<file path="config.mk">
export PLATFORM = sky130hd
export DESIGN_NAME = fadst_front
export DESIGN_NICKNAME = d
export VERILOG_FILES = /design/src/hw/rtl/fadst_pkg.sv /design/src/hw/rtl/fadst_front.sv
export SDC_FILE = /design/constraint.sdc
export NUM_CORES = 1
export LEC_CHECK = 0
export BUFFER_PORTS_ARGS = -buffer_cell sky130_fd_sc_hd__buf_4
export CORE_MARGIN = 10
export CORE_UTILIZATION = 56
export DETAILED_ROUTE_END_ITERATION = 8
export GPL_TIMING_DRIVEN = 0
export PLACE_DENSITY_LB_ADDON = 0.15
export SYNTH_ARGS = -nofsm -noshare
export SYNTH_HDL_FRONTEND = slang
export SYNTH_SLANG_ARGS = --single-unit
</file>
<file path="constraint.sdc">
create_clock -name clk -period 6.7 [get_ports clk]
set_input_delay 0.67 -clock clk [delete_from_list [all_inputs] [get_ports clk]]
set_output_delay 0.67 -clock clk [all_outputs]
set_load 0.02 [all_outputs]
</file>
<file path="src/hw/rtl/fadst_pkg.sv">
// ----------------------------------------------------------------------------
// fadst_pkg: shared types and constants
// Command types, stream constants and the CRC-12 step for the deframer.
// ----------------------------------------------------------------------------
`default_nettype none
package fadst_pkg;

	localparam int NUM_CH = 8;
	localparam int NUM_AMP = 64;
	localparam int AMP_AW = 9;
	localparam int SUM_W = 44;
	localparam int SQ_W = 56;
	localparam int VAL_W = 12;

	localparam logic [11:0] CRC12_TAPS = 12'h80F;
	localparam logic [11:0] VAL_MAX = 12'hFFF;
	localparam logic [3:0] TAG_HDR = 4'hE;
	localparam logic [3:0] TAG_D = 4'hD;
	localparam logic [3:0] TAG_DATA = 4'h0;
	localparam logic [3:0] TAG_TRL = 4'hC;
	localparam logic [15:0] SYNC_L0 = 16'hFA35;
	localparam logic [15:0] SYNC_L1 = 16'hFB46;
	localparam logic [15:0] SYNC_L2 = 16'hFC57;
	localparam logic [15:0] SYNC_L3 = 16'hFD68;
	localparam logic [11:0] CENTER_RST = 12'd2048;
	localparam logic [11:0] DIST_RST = 12'd500;

	// Configuration register indexes.
	localparam logic CFG_CENTER = 1'b0;
	localparam logic CFG_DIST = 1'b1;

	// Result kinds on the output tuser.
	localparam logic [1:0] RES_GOOD = 2'd0;
	localparam logic [1:0] RES_CRC = 2'd1;
	localparam logic [1:0] RES_READ = 2'd2;

	// Statistic selectors for read requests.
	localparam logic [3:0] ST_SUM = 4'd0;
	localparam logic [3:0] ST_SQ = 4'd1;
	localparam logic [3:0] ST_CNT = 4'd2;
	localparam logic [3:0] ST_MIN = 4'd3;
	localparam logic [3:0] ST_MAX = 4'd4;
	localparam logic [3:0] ST_OUTL = 4'd5;
	localparam logic [3:0] ST_A_SUM = 4'd6;
	localparam logic [3:0] ST_A_SQ = 4'd7;
	localparam logic [3:0] ST_A_CNT = 4'd8;
	localparam logic [3:0] ST_A_OUTL = 4'd9;
	localparam logic [3:0] ST_GOOD = 4'd10;
	localparam logic [3:0] ST_CRCERR = 4'd11;

	typedef enum logic [1:0] {
		CMD_READ,
		CMD_GOOD,
		CMD_BAD
	} cmd_kind_e;

	typedef struct packed {
		cmd_kind_e kind;
		logic [1:0] lane;
		logic [2:0] ch;
		logic [5:0] amp;
		logic [3:0] stat;
	} cmd_t;

	typedef enum logic [2:0] {
		B_CLEAR,
		B_IDLE,
		B_RD,
		B_CALC,
		B_WR,
		B_RESP
	} back_state_e;

	// One CRC-12 word step, MSB first over the 12 value bits.
	function automatic logic [11:0] crc_feed(input logic [11:0] crc_in,
		input logic [11:0] val);
		logic [11:0] c;
		logic fb;
		c = crc_in;
		for (int b = 11; b >= 0; b--) begin
			fb = val[b] ^ c[11];
			c = {c[10:0], 1'b0};
			if (fb) begin
				c = c ^ CRC12_TAPS;
			end
		end
		return c;
	endfunction

endpackage
`default_nettype wire

</file>
<file path="src/hw/rtl/fadst_front.sv">
// ----------------------------------------------------------------------------
// fadst_front: sync hunt, framing and CRC check
// Accepts items, tracks the frame, writes data words to the frame buffer
// and queues read requests and frame verdicts for the back end.
// ----------------------------------------------------------------------------
`default_nettype none
module fadst_front #(
	parameter int FRAME_DATA_WORDS = 128,
	parameter int AW = 7
) (
	input wire logic clk,
	input wire logic arst_n,
	input wire logic in_valid,
	output logic in_ready,
	input wire logic in_type,
	input wire logic [15:0] in_word,
	input wire logic [2:0] in_ch,
	input wire logic [5:0] in_amp,
	input wire logic [3:0] in_stat,
	input wire logic clr_busy,
	input wire logic commit_done,
	input wire logic q_full,
	output logic q_push,
	output fadst_pkg::cmd_t q_cmd,
	output logic fb_we,
	output logic [AW-1:0] fb_waddr,
	output logic [11:0] fb_wdata
);

	localparam int PW = $clog2(FRAME_DATA_WORDS + 4);
	localparam logic [PW-1:0] TRAIL = PW'(FRAME_DATA_WORDS + 3);

	logic in_frame_q;
	logic [PW-1:0] pos_q;
	logic [1:0] lane_q;
	logic [11:0] crc_q;
	logic pend_q;

	logic acc;
	logic [3:0] tag;
	logic [11:0] val;
	logic hit;
	logic [1:0] hit_lane;
	logic [3:0] want;
	logic in_frame_d;
	logic [PW-1:0] pos_d;
	logic [1:0] lane_d;
	logic [11:0] crc_d;
	logic set_pend;

	// Held off while the command queue is full, a frame commits or the statistics memory clears.
	assign in_ready = !q_full && !pend_q && !clr_busy;
	assign acc = in_valid && in_ready;
	assign tag = in_word[15:12];
	assign val = in_word[11:0];

	// Sync word match against the four lanes.
	always_comb begin
		hit = 1'b1;
		hit_lane = 2'd0;
		case (in_word)
			fadst_pkg::SYNC_L0: hit_lane = 2'd0;
			fadst_pkg::SYNC_L1: hit_lane = 2'd1;
			fadst_pkg::SYNC_L2: hit_lane = 2'd2;
			fadst_pkg::SYNC_L3: hit_lane = 2'd3;
			default: hit = 1'b0;
		endcase
	end

	// Frame tracking for one accepted item.
	always_comb begin
		in_frame_d = in_frame_q;
		pos_d = pos_q;
		lane_d = lane_q;
		crc_d = crc_q;
		q_push = 1'b0;
		q_cmd = '{kind: fadst_pkg::CMD_READ, lane: lane_q, ch: in_ch, amp: in_amp,
			stat: in_stat};
		fb_we = 1'b0;
		fb_waddr = AW'(pos_q - PW'(3));
		fb_wdata = val;
		set_pend = 1'b0;
		if (pos_q == PW'(1)) begin
			want = fadst_pkg::TAG_HDR;
		end else if (pos_q == PW'(2)) begin
			want = fadst_pkg::TAG_D;
		end else begin
			want = fadst_pkg::TAG_DATA;
		end
		if (acc) begin
			if (in_type) begin
				q_push = 1'b1;
			end else if (!in_frame_q) begin
				if (hit) begin
					in_frame_d = 1'b1;
					pos_d = PW'(1);
					lane_d = hit_lane;
					crc_d = fadst_pkg::crc_feed(12'd0, val);
				end
			end else if (pos_q < TRAIL) begin
				if (tag != want) begin
					in_frame_d = 1'b0;
				end else begin
					fb_we = (pos_q >= PW'(3));
					crc_d = fadst_pkg::crc_feed(crc_q, val);
					pos_d = pos_q + PW'(1);
				end
			end else begin
				in_frame_d = 1'b0;
				q_push = 1'b1;
				if (tag == fadst_pkg::TAG_TRL && val == crc_q) begin
					q_cmd.kind = fadst_pkg::CMD_GOOD;
					set_pend = 1'b1;
				end else begin
					q_cmd.kind = fadst_pkg::CMD_BAD;
				end
			end
		end
	end

	// Frame state registers.
	always_ff @(posedge clk or negedge arst_n) begin
		if (!arst_n) begin
			in_frame_q <= 1'b0;
			pos_q <= '0;
			lane_q <= 2'd0;
			crc_q <= 12'd0;
			pend_q <= 1'b0;
		end else begin
			in_frame_q <= in_frame_d;
			pos_q <= pos_d;
			lane_q <= lane_d;
			crc_q <= crc_d;
			if (set_pend) begin
				pend_q <= 1'b1;
			end else if (commit_done) begin
				pend_q <= 1'b0;
			end
		end
	end

endmodule
`default_nettype wire

</file>
==> metrics.txt <==
main area contributors after synthesis dfrtp_1 (25%), xnor2_1 (14%), xor2_1 (10%); Fill cells roughly 340; P&R area growth vs syn 22.08%; count of flip-flops with a built-in enable after synthesis 0; status completed; Bufs on Longest Clock Path 2; row count 23; final wirelength around 6.1 mm; Hold Vio Cnt, Final 0; critical path class reg -> out; hold buffers post-CTS 0; Multi-input gate area between 1500 and 2000 µm²; Hold Path Class in -> async; ANT nets after route 0; share of cells above drive strength 1 about a third; GR Util met1 18.90%; Crit path required time 6.03 ns; initial antenna violation count 0; Starting DRT DRC Count 115; Worst setup SP type register; GP Congestion 0.8788; Post-Place Worst Slack roughly 3.8 ns; Initial DRT Pass Iterations 4; post-cts sizing count 0; Slew @ Worst Pin between 0.4 and 0.5 ns; H-tree levels 1; warnings from Yosys 0; post-synthesis cell area about 2400 µm²; clock slew at reported path FFs approximately 0.090 ns; I/O Buffers 58; chip width 86.04 µm; Final WS setup ~3.7 ns; FF+latch count, synth 24; Die Ht between 80 and 90 µm; # Max-Cap Violations 0; grt peak-use layer met2; Vias/cell 5.433; Gate Count Post-Synth 261; Final setup viols 0; Pins Over Slew Limit 0; Diodes inserted 0; Register Area approximately 600 µm²; Clock Latency Late Sink 0.27 ns; Max IR drop VDD between 0.1 and 0.15 mV; PwrDens between 100 and 150 nW/µm²; clock root buffer clkbuf_8; fraction of registers with async set/reset 100.0%; Main synth FF type dfrtp_1; Cell variety after synth 50; largest net degree at the start of global routing 25; Starting Density 59.35%; Syn Nets around 300; vias in the first global route approximately 2200; RSZ-0062 raised after global routing no; synth cell count leaders xnor2_1 (38), xor2_1 (28), buf_4 (27), dfrtp_1 (24), nand2_1 (17); WL per Instance roughly 16 µm; worst-path fanout max 8; fmax around 0.33 GHz; Post-route DRC 0; grt ovf 0; crit end category primary output; Tmin final ~3.0 ns; Yosys top cell area share between 20% and 30%; core area a little over 4000 µm²; Layout Skew roughly 0.0042 ns; IO Count 75; die area around 7400 µm²; biggest area consumer among synthesized cells dfrtp_1; TritonCTS clock tree built; Num CTS Buffers 3; Final HPWL DP between 4 and 5 mm; postcts setup bufs 0; count leader, synth xnor2_1; GRT met3 Usage around 4.7%; Worst slew margin just under 70%; met2 GRT Util about 30%; final period utilization 44.68%; static leakage 1.516 nW; first-pass GRT wire length 10.32 mm; sequential share of the synthesized area 24.59%; total global routing track utilization between 10% and 20%; synthesized area per cell between 9 and 10 µm²; Critical Path AT between 2 and 2.5 ns; setup_tns 0 ns; Net count, final roughly 370; Sink Count 24; routed vias slightly above 2000
## metal layers
| layer | part of all wire, % | routed length (µm) |
|---|---|---|
| met1 | 41 | 2501 |
| met4 | 1.3 | 77 |
| met2 | 51 | 3123 |
| met3 | 6.7 | 410 |
| met5 | 0 | 0 |
## cells by family (layout without fill, tap and decap cells)
| family | count (synthesis) | in the layout | share of synthesized area, % |
|---|---|---|---|
| adder cells (fa/ha/maj) | 5 | 5 | 2.561 |
| flip-flops | 24 | 24 | 24.59 |
| AND/OR/NAND/NOR | 74 | 74 | 17.67 |
| multiplexers | 14 | 14 | 7.121 |
| AO/OA/AOI/OAI | 24 | 24 | 7.326 |
| XOR/XNOR | 71 | 71 | 28.33 |
| buffers and inverters | 49 | 110 | 12.40 |
## worst paths after layout
path                                 from        end  slack (ns)  depth (start not counted)
min in group clk                lane_q[0]  lane_q[0]        0.49                          2
worst min-delay path               arst_n   crc_q[6]        0.30                          1
max in group asynchronous          arst_n   crc_q[0]        6.14                          1
worst max register to register   pos_q[4]   crc_q[3]        4.17                          8
worst min register to register  lane_q[0]  lane_q[0]        0.49                          2
worst max-delay path             pos_q[0]      fb_we        3.71                          8
## stage by stage
| step | power (W) | util (%) | hold WS (ns) | cells | area, µm² |
|---|---|---|---|---|---|
| finish | 0.0003666 | 72.45 | 0.2972 | 372 | 2982 |
| global route | 0.0003852 | 72.45 | 0.3046 | 372 | 2982 |
| CTS | 0.0003692 | 72.45 | 0.3077 | 372 | 2982 |
| detailed placement | 0.0002815 | 71.45 | 0.4820 | 369 | 2940 |
| global placement | 0.0002785 | 71.45 | 0.4728 | 369 | 2940 |
| floorplan | 0.0002389 | - | 0.3744 | 261 | 2442 |
## registers in the layout, summed over array words and instances (netlist names)
register    flops
lane_q          2
in_frame_q      1
crc_q          12
pend_q          1
pos_q           8
## area by class of cell
type                            instances  share of cell area [%]
Timing Repair Buffer                   58                   14.60
Buffer                                 38                   8.770
Inverter                               11                   1.385
Sequential cell                        24                   20.14
Tap cell                               50                   2.098
Clock buffer                            3                   1.385
Multi-Input combinational cell        188                   51.62
## placed cells by master (no fill, tap or decap), types with 7 or more instances in the layout
cell type  Yosys  routed
nor3_1         9       9
nor2_1        13      13
clkbuf_1       7       7
xor2_1        28      28
a21oi_1        7       7
dfrtp_1       24      24
xnor2_1       38      38
buf_4         27      85
inv_1         11      11
nand2_1       17      17
## critical path, stage by stage, from the launching register on
cell and delay (ns):
dfrtp_1 0.45, inv_1 0.12, ha_1 0.25, nor4_1 0.28
a41oi_1 0.07, o311a_1 0.32, buf_6 0.15, a211oi_1 0.23
buf_4 0.19
## where the power goes
group	total [W]	leakage [nW]	internal (W)	switching, W
combinational	0.000134	1.17	0.0000681	0.0000660
sequential	0.000145	0.320	0.000145	0.0000000290
clock	0.0000878	0.0216	0.0000403	0.0000475
No activity file was read; power rests on OpenSTA's default activity.
