**config.mk**
```make
export PLATFORM = sky130hd
export DESIGN_NAME = fadst_queue
export DESIGN_NICKNAME = d
export VERILOG_FILES = /design/src/hw/rtl/fadst_pkg.sv /design/src/hw/rtl/fadst_queue.sv
export SDC_FILE = /design/constraint.sdc
export NUM_CORES = 1
export LEC_CHECK = 0
export BUFFER_PORTS_ARGS = -buffer_cell sky130_fd_sc_hd__buf_4
export CAP_MARGIN = 0
export CORE_ASPECT_RATIO = 1.4
export CORE_MARGIN = 3
export CORE_UTILIZATION = 50
export CTS_BUF_LIST = sky130_fd_sc_hd__clkbuf_16
export DETAILED_ROUTE_END_ITERATION = 8
export GPL_TIMING_DRIVEN = 0
export PLACE_DENSITY = 0.84
export SLEW_MARGIN = 40
export SYNTH_ARGS = -nofsm -noshare
export SYNTH_HDL_FRONTEND = slang
export SYNTH_SLANG_ARGS = --single-unit
```
**constraint.sdc**
```tcl
create_clock -name clk -period 2.1 [get_ports clk]
set_input_delay 0.21 -clock clk [delete_from_list [all_inputs] [get_ports clk]]
set_output_delay 0.21 -clock clk [all_outputs]
set_load 0.02 [all_outputs]
```
**src/hw/rtl/fadst_pkg.sv**
```systemverilog
// ----------------------------------------------------------------------------
// fadst_pkg: shared types and constants
// Command types, stream constants and the CRC-12 step for the deframer.
// ----------------------------------------------------------------------------
`default_nettype none
package fadst_pkg;

	localparam int NUM_CH = 8;
	localparam int NUM_AMP = 64;
	localparam int AMP_AW = 9;
	localparam int SUM_W = 44;
	localparam int SQ_W = 56;
	localparam int VAL_W = 12;

	localparam logic [11:0] CRC12_TAPS = 12'h80F;
	localparam logic [11:0] VAL_MAX = 12'hFFF;
	localparam logic [3:0] TAG_HDR = 4'hE;
	localparam logic [3:0] TAG_D = 4'hD;
	localparam logic [3:0] TAG_DATA = 4'h0;
	localparam logic [3:0] TAG_TRL = 4'hC;
	localparam logic [15:0] SYNC_L0 = 16'hFA35;
	localparam logic [15:0] SYNC_L1 = 16'hFB46;
	localparam logic [15:0] SYNC_L2 = 16'hFC57;
	localparam logic [15:0] SYNC_L3 = 16'hFD68;
	localparam logic [11:0] CENTER_RST = 12'd2048;
	localparam logic [11:0] DIST_RST = 12'd500;

	// Configuration register indexes.
	localparam logic CFG_CENTER = 1'b0;
	localparam logic CFG_DIST = 1'b1;

	// Result kinds on the output tuser.
	localparam logic [1:0] RES_GOOD = 2'd0;
	localparam logic [1:0] RES_CRC = 2'd1;
	localparam logic [1:0] RES_READ = 2'd2;

	// Statistic selectors for read requests.
	localparam logic [3:0] ST_SUM = 4'd0;
	localparam logic [3:0] ST_SQ = 4'd1;
	localparam logic [3:0] ST_CNT = 4'd2;
	localparam logic [3:0] ST_MIN = 4'd3;
	localparam logic [3:0] ST_MAX = 4'd4;
	localparam logic [3:0] ST_OUTL = 4'd5;
	localparam logic [3:0] ST_A_SUM = 4'd6;
	localparam logic [3:0] ST_A_SQ = 4'd7;
	localparam logic [3:0] ST_A_CNT = 4'd8;
	localparam logic [3:0] ST_A_OUTL = 4'd9;
	localparam logic [3:0] ST_GOOD = 4'd10;
	localparam logic [3:0] ST_CRCERR = 4'd11;

	typedef enum logic [1:0] {
		CMD_READ,
		CMD_GOOD,
		CMD_BAD
	} cmd_kind_e;

	typedef struct packed {
		cmd_kind_e kind;
		logic [1:0] lane;
		logic [2:0] ch;
		logic [5:0] amp;
		logic [3:0] stat;
	} cmd_t;

	typedef enum logic [2:0] {
		B_CLEAR,
		B_IDLE,
		B_RD,
		B_CALC,
		B_WR,
		B_RESP
	} back_state_e;

	// One CRC-12 word step, MSB first over the 12 value bits.
	function automatic logic [11:0] crc_feed(input logic [11:0] crc_in,
		input logic [11:0] val);
		logic [11:0] c;
		logic fb;
		c = crc_in;
		for (int b = 11; b >= 0; b--) begin
			fb = val[b] ^ c[11];
			c = {c[10:0], 1'b0};
			if (fb) begin
				c = c ^ CRC12_TAPS;
			end
		end
		return c;
	endfunction

endpackage
`default_nettype wire

```
**src/hw/rtl/fadst_queue.sv**
```systemverilog
// ----------------------------------------------------------------------------
// fadst_queue: two-entry command queue
// Decouples the framing front end from the statistics back end.
// ----------------------------------------------------------------------------
`default_nettype none
module fadst_queue (
	input wire logic clk,
	input wire logic arst_n,
	input wire logic push,
	input wire fadst_pkg::cmd_t push_cmd,
	output logic full,
	input wire logic pop,
	output logic nonempty,
	output fadst_pkg::cmd_t head
);

	fadst_pkg::cmd_t mem_q [2];
	logic wr_ptr_q;
	logic rd_ptr_q;
	logic [1:0] count_q;

	assign full = (count_q == 2'd2);
	assign nonempty = (count_q != 2'd0);
	assign head = mem_q[rd_ptr_q];

	// Entry storage.
	always_ff @(posedge clk) begin
		if (push) begin
			mem_q[wr_ptr_q] <= push_cmd;
		end
	end

	// Pointers and fill count.
	always_ff @(posedge clk or negedge arst_n) begin
		if (!arst_n) begin
			wr_ptr_q <= 1'b0;
			rd_ptr_q <= 1'b0;
			count_q <= 2'd0;
		end else begin
			if (push) begin
				wr_ptr_q <= ~wr_ptr_q;
			end
			if (pop) begin
				rd_ptr_q <= ~rd_ptr_q;
			end
			if (push && !pop) begin
				count_q <= count_q + 2'd1;
			end else if (pop && !push) begin
				count_q <= count_q - 2'd1;
			end
		end
	end

endmodule
`default_nettype wire

```
==> impl_results.md, run 1 <==
- RSZ-0062 raised after global routing: false
- Worst Slack Setup Final: 0.4999 ns
- R2R depth: 1
- CP delay by family, top: buffers and inverters
- WHS: 0.1156 ns
- Dpl cell area: 0.001807 mm^2
- Netlist area before placement: 0.001466 mm^2
- Arrival @ worst endpoint: 1.39 ns
- # rows: 22
- CP cell instances: buf_6, buf_12, mux2_4, buf_4
- # setup viols final: 0
- PD cells: 1406 mW/mm^2
- Crit Path Class: flip-flop to output pin
- Syn. warnings: 0
- P_leak: 0.8006 nW
- Final Max Tran Viols: 0
- Dpl ws: 0.6074 ns
- Vias: 735
- DIE AREA: 0.003628 mm^2
- Remaining DRCs: 0
- WP depth: 4
- Gpl congestion: 0.6248
- Critical Path Slowest Stage Cell: dfrtp_1
- Via density: 4.804
- Yosys reg bits: 38
- Crit path buf inv count: 3
- F_max: 0.6250 GHz
- Worst-Margin Slew: 0.7881 ns
- Routed wire length: 2100 um
- Worst vdd ir: 1156 uV
- Antenna viol nets, final: 0
- Gate Count Post-Synth: 69
- CTS tree: done
- Avg WL per Cell: 13.73 um
- Sink Count: 38
- Clk_skew: 0.002672 ns
- CTS root buffer: clkbuf_16
- First-pass GRT wire length: 3367 um
- Max incr delay on CP: 0.37 ns
- CORE AREA: 0.002725 mm^2
- Number of buffers created by CTS: 5
- Longest Clk Path Bufs: 2
- Design area: 0.001959 mm^2
- Largest net degree at the start of global routing: 18
- Vias in the first global route: 785
- Run status: finished, final reports clean
- Worst-skew pair later-pin latency: 0.27 ns
- Die X: 51.77 um
- Setup crit start kind: flip-flop
- Diodes inserted: 0
- Layout cells sized above 1: 56.41%
- Endpoints failing hold: 0
- CP max FO: 10
- Worst path required time: 1.89 ns
- Final nets: 138
- Seq/Total Area, Yosys: 76.45%
- H-tree depth: 2
- Iter 0 DRT Violations: 18
- Pwr Total: 2.755 mW
- Clock-pin slew on the worst setup and hold paths: 0.05 ns
- Setup Total Neg Slack: 0 ns
- Layout area overhead: 33.62%
- Initial antenna violation count: 0
- WHS Path Cells: 2
- Global route total overflow: 0
- Mean Syn Cell Area: 21.25 um^2
- DRT Pass-1 Iters: 4
- Max_cap viols: 0
- Ports: 40
- CP endpoint kind: output pin
- Initial Util: 53.81%
- Synth Net Count: 91
- Distinct cells, synth: 14
- Worst slew margin: 47.46%
- IO Port Bufs: 39
- Post-layout min period: 1.600 ns
- Hold Crit Class: input pin to flip-flop
- Final worst path period share: 76.20%
- Total GRT Usage: 12.86%
- Die Span Y: 70.08 um
- Dpl hpwl: 1482 um
- Fill cells: 176
[layout make-up]
class,count,area [um^2],area share (%)
well taps,36,45.04,2.299
clock inverters,3,12.51,0.6386
clock buffers,5,125.1,6.386
flip-flops and latches,38,1121,57.22
repair buffers,40,302.8,15.45
multi-input cells,28,317.8,16.22
inverters,1,3.754,0.1916
plain buffers,2,31.28,1.596
[final timing paths]
kind | slack [ns] | from | end
setup reg to reg | 0.62 | wr_ptr_q$_DFFE_PN0P_ | mem_q[1][2]$_DFFE_PP_
hold / removal | 0.12 | pop | rd_ptr_q$_DFFE_PN0P_
max in group asynchronous | 1.73 | arst_n | count_q[0]$_DFFE_PN0P_
hold reg to reg | 0.49 | count_q[1]$_DFFE_PN0P_ | count_q[1]$_DFFE_PN0P_
min in group asynchronous | 0.27 | arst_n | count_q[1]$_DFFE_PN0P_
setup / recovery | 0.50 | rd_ptr_q$_DFFE_PN0P_ | head[7]
[power by group]
group          total (mW)  leakage, nW  switching (mW)  internal, mW
clock network       0.677       0.0724           0.249         0.428
logic               0.994        0.362           0.485         0.509
registers            1.08        0.366          0.0659          1.02
total                2.75        0.801           0.801          1.95
[stage by stage]
step | util (%) | cells
2_1_floorplan | - | 69
5_1_grt | 71.90 | 153
3_5_place_dp | 66.30 | 144
6_report | 71.90 | 153
3_3_place_gp | 66.21 | 144
4_1_cts | 71.72 | 153
[cell usage in the layout, fill, tap and decap left out]
master,instances
mux2_2,8
ha_1,1
xor2_1,4
nor2_1,1
clkinv_2,1
nor2b_1,1
dlygate4sd3_1,1
buf_6,1
edfxtp_1,34
inv_1,2
or2_2,1
and2_1,1
dfrtp_1,4
nor2b_4,1
xnor2_1,1
buf_12,1
mux2_4,9
buf_4,39
clkbuf_16,5
clkinv_1,1
[cell usage after synthesis, drive strengths merged]
library cell / number / share of area (%)
dfrtp: 4 / 6.8
inv: 1 / 0.26
edfxtp: 34 / 70
ha: 1 / 0.85
buf: 2 / 2.1
xor2: 4 / 2.4
or2: 1 / 0.43
nor2b: 2 / 0.85
mux2: 17 / 15
and2: 1 / 0.43
xnor2: 1 / 0.60
nor2: 1 / 0.26
[kinds of logic after synthesis]
kind of cell,after synthesis,share of synthesized area [%]
buf+inv,3,2.389
mux,17,15.36
fa+ha+maj,1,0.8531
xor+xnor,5,2.986
flops,38,76.45
simple gates,5,1.963
[state kept, by name, summed over array words and instances (netlist names)]
name      cells
count_q       2
mem_q        34
rd_ptr_q      1
wr_ptr_q      1
[layer usage]
layer,track usage [%],wire length (um)
met1,12.72,772
met2,22.52,1145
met3,3.838,142
met4,7.872,39
met5,0,0
[timing repair]
item	in CTS	in global routing
hold buffers	1	0
endpoints found under the hold margin	4	0
gates resized for setup	0	0
setup buffers	0	0
Note: power is estimated with default switching activity, not from simulation.
==> inputs of run 2 (changes only) <==
==> constraint.sdc (replaced) <==
create_clock -name clk -period 1.5 [get_ports clk]
set_input_delay 0.15 -clock clk [delete_from_list [all_inputs] [get_ports clk]]
set_output_delay 0.15 -clock clk [all_outputs]
set_load 0.02 [all_outputs]
==> impl_results.md, run 2 (synthesis results as in run 1) <==
- Max_cap viols: 0 (unchanged)
- Arrival @ worst endpoint: 1.34 ns (-0.05 ns)
- Max incr delay on CP: 0.36 ns (about the same)
- Largest regs: mem_q (34), count_q (2)
- CP cell instances: buf_6, buf_12, mux2_4, buf_6
- H-tree depth: 2 (unchanged)
- # rows: 22 (unchanged)
- Avg WL per Cell: 15.42 um (+12%)
- Worst-Margin Slew: 0.5119 ns (-0.2762 ns)
- Layout area overhead: 38.31%
- Die X: 51.77 um (unchanged)
- Diodes inserted: 0 (unchanged)
- Highest-count cells in the layout ignoring fill and taps: edfxtp_1 (34), buf_4 (28), buf_6 (13)
- Clk_skew: 0.003411 ns (+0.0007398 ns)
- Final nets: 140 (+1.4%)
- CP endpoint kind: output pin
- Critical Path Slowest Stage Cell: dfrtp_1
- CP max FO: 10 (unchanged)
- Worst r2r dst: mem_q[0][6]$_DFFE_PP_
- Post-Place Cells: 144 (unchanged)
- Biggest register: mem_q
- R2R setup slack: 0.26 ns (-0.36 ns)
- Layout cells sized above 1: 57.63% (+1.2 points)
- Ports: 40 (unchanged)
- Total GRT Usage: 15.31% (+2.4 points)
- Hold Crit Class: input pin to flip-flop
- Most common cell after layout, fill and taps aside: edfxtp_1
- Global route total overflow: 0 (unchanged)
- Crit Path Class: flip-flop to output pin
- Sink Count: 38 (unchanged)
- Remaining DRCs: 0 (unchanged)
- DRT Pass-1 Iters: 4 (unchanged)
- Clock-pin slew on the worst setup and hold paths: 0.05 ns (about the same)
- Crit path buf inv count: 3 (unchanged)
- CP delay by family, top: buffers and inverters
- Initial Util: 53.81% (unchanged)
- Antenna viol nets, final: 0 (unchanged)
- Dpl cell area: 0.001807 mm^2 (unchanged)
- Design area: 0.002028 mm^2 (+3.5%)
- Gpl congestion: 0.6156 (-1.5%)
- Non-Filler Instances: 154 (+0.65%)
- PD cells: 1993 mW/mm^2 (+42%)
- P_leak: 0.8303 nW (+3.7%)
- RSZ-0062 raised after global routing: true
- Die Span Y: 70.08 um (unchanged)
- CORE AREA: 0.002725 mm^2 (unchanged)
- Final Max Tran Viols: 0 (unchanged)
- WHS Path Cells: 1 (-1)
- WP depth: 4 (unchanged)
- R2R depth: 1 (unchanged)
- Via density: 4.883 (+1.6%)
- Longest Clk Path Bufs: 2 (unchanged)
- Last element of the critical path: head[0]
- Worst slew margin: 65.80% (+18 points)
- Vias in the first global route: 862 (+9.8%)
- R2r startpoint: wr_ptr_q$_DFFE_PN0P_
- Max reg flops: 34 (unchanged)
- Post-layout min period: 1.493 ns
- Worst Slack Setup Final: 0.006913 ns (-0.4930 ns)
- CTS tree: done
- Most used cell along the critical path: buf_6
- Routed wire length: 2374 um (+13%)
- DIE AREA: 0.003628 mm^2 (unchanged)
- Worst path required time: 1.35 ns (-0.54 ns)
- F_max: 0.6698 GHz
- CTS root buffer: clkbuf_16
- Endpoints failing hold: 0 (unchanged)
- IO Port Bufs: 39 (unchanged)
- # setup viols final: 0 (unchanged)
- Final worst path period share: 99.54%
- Worst vdd ir: 1489 uV (+29%)
- Iter 0 DRT Violations: 12 (-6)
- Origin of the worst setup path: rd_ptr_q$_DFFE_PN0P_
- First-pass GRT wire length: 3884 um (+15%)
- Worst Hold Launch: push_cmd[14]
- Vias: 752 (+2.3%)
- Dpl ws: -0.02140 ns (-0.6288 ns)
- Setup crit start kind: flip-flop
- Number of buffers created by CTS: 5 (unchanged)
- Initial antenna violation count: 0 (unchanged)
- Pwr Total: 4.042 mW (+47%)
- Dpl hpwl: 1629 um (+9.9%)
- Run status: finished, final reports clean
- Largest net degree at the start of global routing: 18 (unchanged)
- Worst-skew pair later-pin latency: 0.27 ns (about the same)
[run 2: changes by cell type in the layout (fill, tap and decap cells not counted)]
cell and change:
clkinv_2 -1, and2_2 +1, buf_4 -11, buf_12 +1, and2_1 -1, clkinv_1 -1
inv_1 +1, buf_6 +12
[run 2: per-stage QoR]
stage	setup TNS, ns	util, %	hold slack [ns]
finish	0	74.43	0.06055
floorplan	0	-	-0.1456
global route	-0.1876	74.43	0.05038
global placement	0	66.30	-0.05254
detailed placement	-0.3622	66.30	-0.05044
CTS	-0.0009625	74.01	0.05653
[run 2: timing repair]
action / in CTS / in global routing
buffers inserted: 2 / 0
hold endpoints to repair: 4 / 0
endpoints found under the setup margin: 26 / 12
hold buffers: 1 / 0
gates resized for setup: 11 / 3
[run 2: power breakdown]
group          switching (mW)  internal (mW)
clock                   0.345          0.592
sequential             0.0937           1.42
combinational           0.721          0.866
[run 2: final cells by class]
cell class                 count  area [um^2]
sequential                    38         1121
tap                           36        45.04
fill                         159        696.9
buffer                         2        31.28
inverter                       1        3.754
timing repair buffer          42        375.4
multi-input combinational     28        319.1
clock buffer                   5        125.1
clock inverter                 2        7.507
[run 2: worst min path at each step]
stage                                   endpoint  slack [ns]
after CTS                 mem_q[0][13]$_DFFE_PP_        0.06
after floorplan           count_q[0]$_DFFE_PN0P_       -0.15
final                     mem_q[0][14]$_DFFE_PP_        0.06
after global placement    count_q[1]$_DFFE_PN0P_       -0.05
after detailed placement  count_q[1]$_DFFE_PN0P_       -0.05
after global routing      mem_q[0][13]$_DFFE_PP_        0.05
[run 2: layer usage]
layer | vias up | routed length, um | track usage (%)
li1 | 356 | - | -
met1 | 368 | 864 | 15.26
met3 | 2 | 125 | 7.036
met5 | - | 0 | 0
met2 | 26 | 1360 | 26.63
met4 | 0 | 23 | 6.122
==> inputs of run 3 (changes only) <==
--- a/config.mk
+++ b/config.mk
@@ -9,11 +9,11 @@
 export CAP_MARGIN = 0
 export CORE_ASPECT_RATIO = 1.4
 export CORE_MARGIN = 3
-export CORE_UTILIZATION = 50
+export CORE_UTILIZATION = 54
 export CTS_BUF_LIST = sky130_fd_sc_hd__clkbuf_16
 export DETAILED_ROUTE_END_ITERATION = 8
 export GPL_TIMING_DRIVEN = 0
-export PLACE_DENSITY = 0.84
+export PLACE_DENSITY = 0.89
 export SLEW_MARGIN = 40
 export SYNTH_ARGS = -nofsm -noshare
 export SYNTH_HDL_FRONTEND = slang
==> constraint.sdc (replaced) <==
create_clock -name clk -period 1.95 [get_ports clk]
set_input_delay 0.195 -clock clk [delete_from_list [all_inputs] [get_ports clk]]
set_output_delay 0.195 -clock clk [all_outputs]
set_load 0.02 [all_outputs]
==> impl_results.md, run 3 (synthesis results as in run 1) <==
- Post-layout min period: 1.582 ns
- Worst-Margin Slew: 0.7843 ns (+0.2724 ns)
- Switching part of the total: 28.89% (+0.21 points)
- Via density: 4.820 (-1.3%)
- Vias: 723 (-3.9%)
- Clock-pin slew on the worst setup and hold paths: 0.05 ns (about the same)
- Comb power frac: 36.4% (-2.9 points)
- # setup viols final: 0 (unchanged)
- Non-Filler Instances: 150 (-2.6%)
- Layout area overhead: 33.11%
- Dpl hpwl: 1586 um (-2.7%)
- PD cells: 1513 mW/mm^2 (-24%)
- CTS tree: done
- Crit Path Class: flip-flop to output pin
- Int Pwr: 2.100 mW (-27%)
- Most common cell after layout, fill and taps aside: buf_4
- IO Port Bufs: 39 (unchanged)
- DRT Pass-1 Iters: 4 (unchanged)
- Sink Count: 38 (unchanged)
- Die Span Y: 67.66 um (-3.5%)
- Arrival @ worst endpoint: 1.39 ns (+0.05 ns)
- DIE AREA: 0.003385 mm^2 (-6.7%)
- Layout cells sized above 1: 56.03% (-1.6 points)
- F_max: 0.6321 GHz
- Setup Total Neg Slack: 0 ns (unchanged)
- Hold Crit Class: input pin to flip-flop
- H-tree depth: 2 (unchanged)
- Highest-count cells in the layout ignoring fill and taps: buf_4 (39), edfxtp_1 (34), mux2_4 (9)
- Ports: 40 (unchanged)
- Initial antenna violation count: 0 (unchanged)
- Total GRT Usage: 15.54% (+0.22 points)
- Biggest register: mem_q
- Global route total overflow: 0 (unchanged)
- # rows: 21 (-4.5%)
- Max_cap viols: 0 (unchanged)
- Post-CTS Setup Inserts: 0 (-2)
- Largest net degree at the start of global routing: 18 (unchanged)
- Switching Power: 853.5 uW (-26%)
- Gpl congestion: 0.6196 (+0.65%)
- Dpl cell area: 0.001804 mm^2 (-0.14%)
- Clk_skew: 0.001157 ns (-0.002255 ns)
- CP endpoint kind: output pin
- Die X: 50.04 um (-3.3%)
- CTS root buffer: clkbuf_16
- Final nets: 138 (-1.4%)
- Iter 0 DRT Violations: 15 (+3)
- Vias in the first global route: 770 (-11%)
- Run status: finished, final reports clean
- Number of buffers created by CTS: 5 (unchanged)
- Antenna viol nets, final: 0 (unchanged)
- Worst-skew pair later-pin latency: 0.27 ns (about the same)
- Pwr Total: 2.954 mW (-27%)
- Worst path required time: 1.75 ns (+0.40 ns)
- Post-Place Cells: 142 (-1.4%)
- Routed wire length: 2245 um (-5.4%)
- Largest regs: mem_q (34), count_q (2)
- Final Max Tran Viols: 0 (unchanged)
- Design area: 0.001952 mm^2 (-3.8%)
- Setup crit start kind: flip-flop
- First-pass GRT wire length: 3677 um (-5.3%)
- RSZ-0062 raised after global routing: false
- Clock power frac: 24.0% (+0.8 points)
- Final worst path period share: 81.14%
- Endpoints failing hold: 0 (unchanged)
- Remaining DRCs: 0 (unchanged)
- Worst vdd ir: 1425 uV (-4.3%)
- Longest Clk Path Bufs: 2 (unchanged)
- Worst slew margin: 47.71% (-18 points)
- Layout Utilization: 78.20% (+3.8 points)
- CORE AREA: 0.002496 mm^2 (-8.4%)
- P_leak: 0.8004 nW (-3.6%)
- Avg WL per Cell: 14.97 um (-2.9%)
- Seq pwr share: 39.6% (+2.0 points)
- Diodes inserted: 0 (unchanged)
- Initial Util: 58.75% (+4.9 points)
- CP max FO: 10 (unchanged)
- Max reg flops: 34 (unchanged)
-- run 3: power groups by stage --
| stage | clock network, mW | logic, mW | registers [mW] |
|---|---|---|---|
| 2_1_floorplan | 0 | 0.727 | 1.16 |
| 5_1_grt | 0.760 | 1.15 | 1.19 |
| 6_report | 0.708 | 1.08 | 1.17 |
| 4_1_cts | 0.729 | 1.09 | 1.17 |
| 3_5_place_dp | 0 | 1.08 | 1.18 |
| 3_3_place_gp | 0 | 1.06 | 1.17 |
-- run 3: final timing paths --
kind / from / endpoint / slack [ns] / cells after the start
setup reg to reg: wr_ptr_q$_DFFE_PN0P_ / mem_q[1][14]$_DFFE_PP_ / 0.48 / 1
max in group asynchronous: arst_n / wr_ptr_q$_DFFE_PN0P_ / 1.59 / 2
hold reg to reg: count_q[1]$_DFFE_PN0P_ / count_q[1]$_DFFE_PN0P_ / 0.52 / 1
hold / removal: pop / rd_ptr_q$_DFFE_PN0P_ / 0.10 / 2
setup / recovery: rd_ptr_q$_DFFE_PN0P_ / head[2] / 0.37 / 4
min in group asynchronous: arst_n / rd_ptr_q$_DFFE_PN0P_ / 0.26 / 2
-- run 3: worst max-delay path: stages (launching register included) --
cell and delay [ns]:
dfrtp_1 0.37, buf_6 0.14, buf_12 0.15, mux2_4 0.30, buf_4 0.16
-- run 3: cell type report --
cell class | count | area, um^2
inverter | 1 | 3.754
sequential | 38 | 1121
multi-input combinational | 28 | 317.8
clock buffer | 5 | 125.1
buffer | 2 | 31.28
timing repair buffer | 40 | 302.8
fill | 141 | 544.3
clock inverter | 2 | 7.507
tap | 34 | 42.54
-- run 3: through the flow --
stage | hold slack (ns) | worst slack, ns
final | 0.1015 | 0.3678
after detailed placement | -0.004453 | 0.4518
after global placement | -0.007565 | 0.06407
after CTS | 0.09662 | 0.3559
after floorplan | -0.1006 | 0.3746
after global routing | 0.09796 | 0.3328
-- run 3: repair_timing --
item                      in CTS  in global routing
hold buffers                   1                  0
hold endpoints to repair       4                  0
gates resized for setup        0                  0
-- run 3: routing by layer --
metal / up-vias / share of wire, % / global-route usage [%] / wire length (um)
li1: 351 / - / - / -
met3: 3 / 5.7 / 5.960 / 127
met4: 0 / 1.8 / 7.266 / 41
met5: - / 0 / 0 / 0
met2: 21 / 57 / 26.96 / 1289
met1: 348 / 35 / 16.54 / 786
